--- src/design/multi_slot_fast_timer_service_unit_assert.svh ---
// Assertion macros used by the timer service unit.
`ifndef MULTI_SLOT_FAST_TIMER_SERVICE_UNIT_ASSERT_SVH
`define MULTI_SLOT_FAST_TIMER_SERVICE_UNIT_ASSERT_SVH

// Same-cycle implication, checked outside reset.
`define MSFTS_ASSERT_NOW(lbl, ante, cons, msg) \
  lbl: assert property (@(posedge clk) disable iff (rst) (ante) |-> (cons)) else $error(msg);

// Next-cycle implication, checked outside reset.
`define MSFTS_ASSERT_NEXT(lbl, ante, cons, msg) \
  lbl: assert property (@(posedge clk) disable iff (rst) (ante) |=> (cons)) else $error(msg);

`endif

--- src/design/msfts_pkg.sv ---
// Shared types and constants of the timer service unit.
package msfts_pkg;

  localparam int NUM_SLOTS_DEFAULT = 16;

  localparam logic [15:0] MIN_COUNT_RST = 16'h0000;
  localparam logic [15:0] CEILING_RST   = 16'hFF00;
  localparam logic [7:0]  GUARD_RST     = 8'd20;

  // Configuration register indexes.
  localparam logic [1:0] REG_MIN_COUNT = 2'd0;
  localparam logic [1:0] REG_CEILING   = 2'd1;
  localparam logic [1:0] REG_GUARD     = 2'd2;

  // Input action codes.
  localparam logic [1:0] ACT_SERVICE = 2'd0;
  localparam logic [1:0] ACT_ARM     = 2'd1;
  localparam logic [1:0] ACT_DISARM  = 2'd2;

  // Result kind codes.
  localparam logic [1:0] KIND_FIRED   = 2'd0;
  localparam logic [1:0] KIND_SUMMARY = 2'd1;
  localparam logic [1:0] KIND_ACK     = 2'd2;

  // Broadcast control from the sequencer to every cell.
  typedef struct packed {
    logic        step;
    logic        write;
    logic        arm;
    logic [3:0]  slot;
    logic [7:0]  id;
    logic [30:0] period;
    logic        rep;
    logic [16:0] elapsed;
    logic [15:0] min_count;
  } cell_ctl_t;

  // Token and running minimum handed from cell to cell.
  typedef struct packed {
    logic               tok;
    logic signed [31:0] low;
  } link_t;

  // Per-cell status seen by the sequencer.
  typedef struct packed {
    logic       fire;
    logic [7:0] id;
    logic       active;
  } cell_stat_t;

endpackage

--- src/design/msfts_cell.sv ---
// One timer slot cell of the service chain.
module msfts_cell #(
  parameter int IDX = 0
) (
  input  logic                  clk,
  input  logic                  rst,
  input  msfts_pkg::cell_ctl_t  ctl,
  input  msfts_pkg::link_t      lin,
  output msfts_pkg::link_t      lout,
  output msfts_pkg::cell_stat_t stat
);

  logic               active;
  logic               rep;
  logic [7:0]         id;
  logic [30:0]        period;
  logic signed [31:0] rem;

  logic               sel;
  logic               process;
  logic signed [33:0] diff;
  logic signed [33:0] sum;
  logic signed [31:0] rem_sub;
  logic signed [31:0] rem_add;
  logic signed [31:0] rem_next;
  logic               hit;
  logic               active_next;

  assign sel     = (32'(ctl.slot) == IDX);
  assign process = ctl.step && lin.tok && active;

  // Subtract the elapsed count, saturating at the signed 32-bit range.
  always_comb begin
    diff = 34'(rem) - $signed({17'b0, ctl.elapsed});
    if (diff[33:31] != {3{diff[33]}}) begin
      rem_sub = diff[33] ? 32'sh8000_0000 : 32'sh7FFF_FFFF;
    end else begin
      rem_sub = diff[31:0];
    end
  end

  assign hit = (rem_sub <= $signed({16'b0, ctl.min_count}));

  // Reload adds the period back, again saturating.
  always_comb begin
    sum = 34'(rem_sub) + $signed({3'b0, period});
    if (sum[33:31] != {3{sum[33]}}) begin
      rem_add = sum[33] ? 32'sh8000_0000 : 32'sh7FFF_FFFF;
    end else begin
      rem_add = sum[31:0];
    end
  end

  assign rem_next    = (hit && rep) ? rem_add : rem_sub;
  assign active_next = !(hit && !rep);

  // Slot contents: loaded by arm, cleared by disarm, updated on service.
  always_ff @(posedge clk) begin
    if (rst) begin
      active <= 1'b0;
    end else if (ctl.write && sel) begin
      active <= ctl.arm;
    end else if (process) begin
      active <= active_next;
    end
  end

  always_ff @(posedge clk) begin
    if (ctl.write && sel) begin
      if (ctl.arm) begin
        id     <= ctl.id;
        period <= ctl.period;
        rem    <= $signed({1'b0, ctl.period});
        rep    <= ctl.rep;
      end else begin
        id     <= '0;
        period <= '0;
        rem    <= '0;
        rep    <= 1'b0;
      end
    end else if (process) begin
      rem <= rem_next;
    end
  end

  // Hand the token and the running minimum to the next cell.
  always_ff @(posedge clk) begin
    if (rst) begin
      lout.tok <= 1'b0;
    end else if (ctl.step) begin
      lout.tok <= lin.tok;
    end
    if (ctl.step && lin.tok) begin
      if (process && active_next && (rem_next < lin.low)) begin
        lout.low <= rem_next;
      end else begin
        lout.low <= lin.low;
      end
    end
  end

  assign stat.fire   = process && hit;
  assign stat.id     = id;
  assign stat.active = active;

endmodule
--- config.mk ---
export PLATFORM = sky130hd
export DESIGN_NAME = msfts_cell
export DESIGN_NICKNAME = d
export VERILOG_FILES = /design/src/design/multi_slot_fast_timer_service_unit_assert.svh /design/src/design/msfts_pkg.sv /design/src/design/msfts_cell.sv
export SDC_FILE = /design/constraint.sdc
export NUM_CORES = 1
export LEC_CHECK = 0
export ABC_AREA = 1
export BUFFER_PORTS_ARGS = -buffer_cell sky130_fd_sc_hd__buf_2
export CORE_ASPECT_RATIO = 1.2
export CORE_MARGIN = 8
export CORE_UTILIZATION = 43
export DETAILED_ROUTE_END_ITERATION = 10
export SLEW_MARGIN = 30
export SYNTH_ARGS = -nofsm -noshare
export SYNTH_HDL_FRONTEND = slang
export SYNTH_SLANG_ARGS = --single-unit
--- constraint.sdc ---
create_clock -name clk -period 8.3 [get_ports clk]
set_input_delay 0 -clock clk [delete_from_list [all_inputs] [get_ports clk]]
set_output_delay 0 -clock clk [all_outputs]
set_load 0.02 [all_outputs]
==> results.ini, run 1 <==
[logic_synthesis]
ys_ff_latch = 106
synth_edf_count = 104
synth_cells = 1457
synth_warnings = 0
synth_ff_type = edfxtp_1
syn_area_per_cell_um2 = 6.86
syn-cell-area_um2 = 10000
ys_seq_area_share_pct = 31.6
async_reset_ff_share_pct = 0
syn_nets = 1672
yosysUniqueCellTypes = 50

[power_and_ir_drop]
pwr-share-clk_pct = 30.4
swShare_pct = 32.9
power.share.combinational_pct = 29.4
p_per_area_nw_per_um2 = 121
ir_drop_v = 0.000129
seqPwrFrac_pct = 40.2
p_leak_nw = 6.41
p_sw_mw = 0.498
intPower_mw = 1.02

[placed_design]
dp_cells = 1916
dp_hpwl_mm = 27.1
gp_congestion = 0.958
io_buffers = 157

[global_route]
grt_util_met1_pct = 28.0
grt_util_met3_pct = 2.85
grt_max_degree = 74
grt_use_met2_pct = 43.9
antenna_found_initial = 0
grt_use_total_pct = 23.8
grt_pass1_vias = 10138
grt_pass1_wl_mm = 52.9
grt-ovfl-total = 0
busiest_layer = met2

[timing]
skew_ns = 0.0141
hold_viol = 0
setup_viol = 0
max_slew.worst_pin.slew_ns = 0.942
slew_headroom_pct = 37.0
setup_tns_ns = 0
drv_slew = 0
fin_crit_ns = 7.76
fin_crit_sh_pct = 93.5
fmax_ghz = 0.129

[route]
first_iter_violations = 622
drcViolationCount = 0
drtAntennaViolNets = 0
drt_pass1_iterations = 6
drt_wl_total_mm = 34.4
vias_per_cell = 5.12
wl_per_cell_um = 17.1
vias = 10324

[job]
drv_cap = 0

[cts]
cts_buffers = 9
cts_tree = done
clock_tree.root_cell = clkbuf_16
clk_pin_slew_ns = 0.08
htreeDepth = 3
clock_sinks = 106
worstSkewPairLatency_ns = 0.37
cts_buffer_depth = 2

[finish]
fin_util_pct = 54.5
syn_to_final_growth_pct = 25.6
antenna_cells = 0
finalNetCount = 1910
final_cell_count_no_fill = 2015
final_common_cell = nand2_1
final_cell_mix = nand2_1, inv_1, buf_2
fillCellCount = 2331
layout-drive-gt1-share_pct = 15.5

[critical_path]
crit_type = reg -> reg
crit_arrival_ns = 7.88
critPathMaxFanout = 12
slowest_stage = fa_2
crit_path_start_kind = flop
worst_path_most_repeated_cell = inv_1
endpoint_kind = flop
slowest_delay_ns = 0.38
worst-endpoint-required_ns = 8.42

[floorplanning]
initial_utilization_pct = 43.4
rows = 61
die_h_um = 183
fp.coreArea_um2 = 23000
io_pins = 158
dieArea_um2 = 28400
die_w_um = 155

[min_path]
hp-class = in -> reg

[outcome]
status = finished clean

-- through the flow --
step / area [um2] / hold WS, ns / setup WS [ns] / power, mW
CTS: 12300 / 0.00628 / 0.0266 / 1.50
global route: 12600 / 0.0156 / -0.00558 / 1.59
floorplan: 10000 / 0.0691 / 0.622 / 0.877
global placement: 11200 / 0.182 / -0.134 / 1.01
detailed placement: 11200 / 0.186 / -0.219 / 1.02
finish: 12600 / 0.00551 / 0.537 / 1.52
-- what timing repair did --
action / 4_1_cts / 5_1_grt
hold endpoints to repair: 72 / 0
endpoints found under the setup margin: 32 / 32
hold buffers: 72 / 0
gates resized for setup: 7 / 46
setup buffers: 0 / 8
cloned: 1 / 2
pin swaps: 1 / 8
-- worst paths after layout --
kind	start	end	slack, ns	depth (start not counted)
setup / recovery	rem[0]	lout[22]	0.54	48
hold / removal	ctl[34]	period[0]	0.006	3
setup reg to reg	rem[0]	lout[22]	0.54	48
hold reg to reg	active	active	0.53	2
-- synth_stat cells, drive strengths merged (13+ instances only) --
cell type | number | area [um2]
ha | 98 | 1230
o21ai | 95 | 475
nor2 | 96 | 368
edfxtp | 104 | 3120
nor3 | 14 | 70.1
nand2 | 436 | 1650
xor2 | 17 | 149
a21oi | 79 | 395
a22oi | 13 | 97.6
clkbuf | 27 | 101
nand4 | 47 | 300
nand3 | 69 | 368
inv | 288 | 1080
-- layout make-up --
cell class | instances | area (um2) | share of cell area (%)
clock buffer | 11 | 233 | 1.85
clock inverter | 5 | 63.8 | 0.508
inverter | 289 | 1080 | 8.64
multi-input combinational | 1027 | 5820 | 46.3
sequential | 106 | 3160 | 25.2
tap | 315 | 394 | 3.14
timing repair buffer | 262 | 1800 | 14.4
-- layer usage --
layer,vias up,wire [um]
li1,5240,-
met1,4751,14300
met2,282,17400
met3,51,1620
met4,0,1060
met5,-,0
-- sequential cells by signal (all words and copies together), names as in the netlist --
| register | cells |
|---|---|
| lout | 33 |
| id | 8 |
| rep | 1 |
| rem | 32 |
| period | 31 |
| active | 1 |
-- kinds of logic after synthesis --
kind of cell | after synthesis | share of synthesized area (%)
fa+ha+maj | 100 | 12.7
simple gates | 678 | 28.6
compound gates | 224 | 12.5
buf+inv | 327 | 12.6
xor+xnor | 22 | 1.93
flops | 106 | 31.6
-- power groups by stage --
stage          clock [mW]  combinational [mW]  sequential [mW]
2_1_floorplan           0               0.248            0.630
3_3_place_gp            0               0.393            0.622
3_5_place_dp            0               0.396            0.621
4_1_cts             0.467               0.427            0.609
5_1_grt             0.482               0.500            0.611
6_report            0.460               0.446            0.609
-- critical path: cells and delay by family, from the launching register on --
| kind | cells | cell delay, ns |
|---|---|---|
| and+or+nand+nor | 22 | 2.88 |
| adders and majority gates | 6 | 1.70 |
| AOI/OAI and AO/OA | 8 | 1.23 |
| buffers and inverters | 11 | 1.11 |
| DFF | 1 | 0.36 |
| xor gates and xnor gates | 1 | 0.19 |
Note: power is estimated with default switching activity, not from simulation.
==> run 2: changes to the inputs <==
--- a/config.mk
+++ b/config.mk
@@ -7,10 +7,13 @@
 export LEC_CHECK = 0
 export ABC_AREA = 1
 export BUFFER_PORTS_ARGS = -buffer_cell sky130_fd_sc_hd__buf_2
+export CELL_PAD_IN_SITES_DETAIL_PLACEMENT = 1
+export CELL_PAD_IN_SITES_GLOBAL_PLACEMENT = 2
 export CORE_ASPECT_RATIO = 1.2
 export CORE_MARGIN = 8
-export CORE_UTILIZATION = 43
+export CORE_UTILIZATION = 32
 export DETAILED_ROUTE_END_ITERATION = 10
+export PLACE_DENSITY_LB_ADDON = 0.1
 export SLEW_MARGIN = 30
 export SYNTH_ARGS = -nofsm -noshare
 export SYNTH_HDL_FRONTEND = slang
==> run 2 against run 1 <==
Net effect:
- routed wire length up 18%
- utilization decreased by 13 points
- non-clock buffer count up 19
- sequential power hardly changed
- cell count up 5.1%
- critical path depth is 5 lower
- cell area grew 2.2%
- register-to-register slack improved by 0.06 ns
- sequential share of layout area shrank 0.55 points
- critical path type unchanged
- critical endpoint is now lout[13]
==> results.ini, run 2 (synthesized netlist as in run 1, its figures left out) <==
[outcome]
status = finished clean

[placed_design]
dp_cells = 2020  ; +5.4%
io_buffers = 157  ; unchanged
gp_congestion = 0.907  ; -5.3%
place_ws_ns = -0.150  ; +0.0684 ns
dp_hpwl_mm = 32.7  ; +21%
placed_area_um2 = 11500  ; +2.4%

[power_and_ir_drop]
ir_drop_v = 0.0000903  ; -30%
p_sw_mw = 0.518  ; +3.9%
p_per_area_nw_per_um2 = 118  ; -2.1%
p_total_mw = 1.52  ; about the same
p_leak_nw = 6.53  ; +2.0%
swShare_pct = 34.1  ; +1.2 points
seqPwrFrac_pct = 40.2  ; about the same
intPower_mw = 0.999  ; -1.8%
pwr-share-clk_pct = 28.7  ; -1.7 points
power.share.combinational_pct = 31.1  ; +1.7 points

[min_path]
whs_endpoint = active
hp-class = in -> reg
whs_path_depth = 4  ; +1
min_from = ctl[77]

[global_route]
grt_pass1_vias = 11322  ; +12%
grt-ovfl-total = 0  ; unchanged
grt_max_degree = 74  ; unchanged
grt_use_total_pct = 21.8  ; -2.0 points
antenna_found_initial = 0  ; unchanged
grt_pass1_wl_mm = 62.6  ; +18%

[floorplanning]
dieArea_um2 = 37200  ; +31%
fp.coreArea_um2 = 31100  ; +35%
die_h_um = 210  ; +15%
die_w_um = 177  ; +14%
initial_utilization_pct = 32.2  ; -11 points
rows = 71  ; +16%
io_pins = 158  ; unchanged

[cts]
clock_sinks = 106  ; unchanged
worstSkewPairLatency_ns = 0.38  ; about the same
cts_tree = done
htreeDepth = 3  ; unchanged
cts_buffers = 9  ; unchanged
clock_tree.root_cell = clkbuf_16
clk_pin_slew_ns = 0.08  ; about the same
cts_buffer_depth = 2  ; unchanged

[timing]
hold_ws_ns = 0.298  ; +0.293 ns
fin_crit_sh_pct = 92.9  ; -0.67 points
hold_viol = 0  ; unchanged
fin_ws_ns = 0.593  ; +0.0558 ns
setup_viol = 0  ; unchanged
slew_headroom_pct = 41.1  ; +4.1 points
skew_ns = 0.0120  ; -0.00205 ns
fin_crit_ns = 7.71  ; -0.0558 ns
max_slew.worst_pin.slew_ns = 0.884  ; -0.0583 ns
drv_slew = 0  ; unchanged
fmax_ghz = 0.130  ; +0.72%

[finish]
final_cell_mix = nand2_1, inv_1, buf_2
antenna_cells = 0  ; unchanged
largest_register = lout
reg_top3 = lout (33), rem (32), period (31)
final_common_cell = nand2_1
finalNetCount = 1926  ; +0.84%
stdcell_area_um2 = 12800  ; +2.2%
final_cell_count_no_fill = 2117  ; +5.1%
layout-drive-gt1-share_pct = 16.7  ; +1.2 points
largest_reg_flops = 33  ; unchanged
syn_to_final_growth_pct = 28.3

[critical_path]
crit_family = simple AND/OR/NAND/NOR gates
crit_type = reg -> reg
worst-endpoint-required_ns = 8.44  ; +0.02 ns
r2r-end = lout[13]
reg2reg_setup_slack_ns = 0.59  ; +0.06 ns
critPathMaxFanout = 32  ; +20
slowest_delay_ns = 0.42  ; +0.04 ns
crit_path_start_kind = flop
crit_arrival_ns = 7.84  ; -0.04 ns
path_buf_inv = 9  ; -2
worst_path_most_repeated_cell = nand2_1
reg2reg_depth = 43  ; -10%
slowest_stage = ha_1
worst_r2r_startpoint = rem[0]
setup.worst_path.start = rem[0]
endpoint_kind = flop

[route]
drtAntennaViolNets = 0  ; unchanged
vias = 10481  ; +1.5%
drt_wl_total_mm = 40.5  ; +18%
drt_pass1_iterations = 4  ; -2
drcViolationCount = 0  ; unchanged
vias_per_cell = 4.95  ; -3.4%
first_iter_violations = 481  ; -23%
wl_per_cell_um = 19.1  ; +12%

[job]
drv_cap = 0  ; unchanged

-- run 2: changes by cell type in the layout (fill, tap and decap cells not counted), moves of 3 or more --
cell / previous run / this run
buf_4: 28 / 43
ha_1: 92 / 85
ha_4: 4 / 11
nand3_4: 5 / 1
clkinv_2: 0 / 3
o21ai_1: 12 / 9
o22ai_1: 3 / 0
-- run 2: stage by stage --
step / util, % / setup TNS [ns]
floorplan: - / 0
global placement: 36.9 / -2.73
detailed placement: 36.9 / -4.39
CTS: 40.3 / 0
global route: 41.3 / -1.36
finish: 41.3 / 0
-- run 2: repair_timing --
item	4_1_cts	5_1_grt
gates resized for setup	6	51
hold endpoints to repair	74	0
hold buffers	74	0
setup endpoints to repair	32	32
buffers inserted	0	7
pin swaps	0	4
-- run 2: routing by layer --
layer  share of wire [%]  track usage, %
met4                 2.8            7.57
met2                  50            38.4
met1                  44            26.3
met3                 3.8            3.61
met5                   0               0
-- run 2: cell type report --
cell class,instances,area (um2)
tap,401,502
inverter,289,1080
clock buffer,10,239
clock inverter,6,40.0
multi-input combinational,1024,5840
fill,4000,18300
timing repair buffer,281,1970
sequential,106,3160
-- run 2: power groups by stage --
stage	logic, mW	clock network [mW]	registers, mW
2_1_floorplan	0.248	0	0.630
3_3_place_gp	0.419	0	0.621
3_5_place_dp	0.424	0	0.621
4_1_cts	0.455	0.454	0.609
5_1_grt	0.525	0.466	0.611
6_report	0.471	0.436	0.609
-- run 2: how the worst max path moves through the flow --
stage	to	slack (ns)	cells past startpoint
2_1_floorplan	lout[1]	0.62	50
3_3_place_gp	lout[3]	-0.09	49
3_5_place_dp	lout[22]	-0.15	51
4_1_cts	lout[3]	0.04	48
5_1_grt	lout[16]	-0.07	54
6_report	lout[13]	0.59	43
-- run 2: worst reg2reg max path: cells and delay by family, from the launching register on --
kind / cells / cell delay (ns)
AOI/OAI and AO/OA: 6 / 1.31
adders and majority gates: 5 / 1.59
buffers and inverters: 9 / 1.45
DFF: 1 / 0.36
and+or+nand+nor: 23 / 2.80
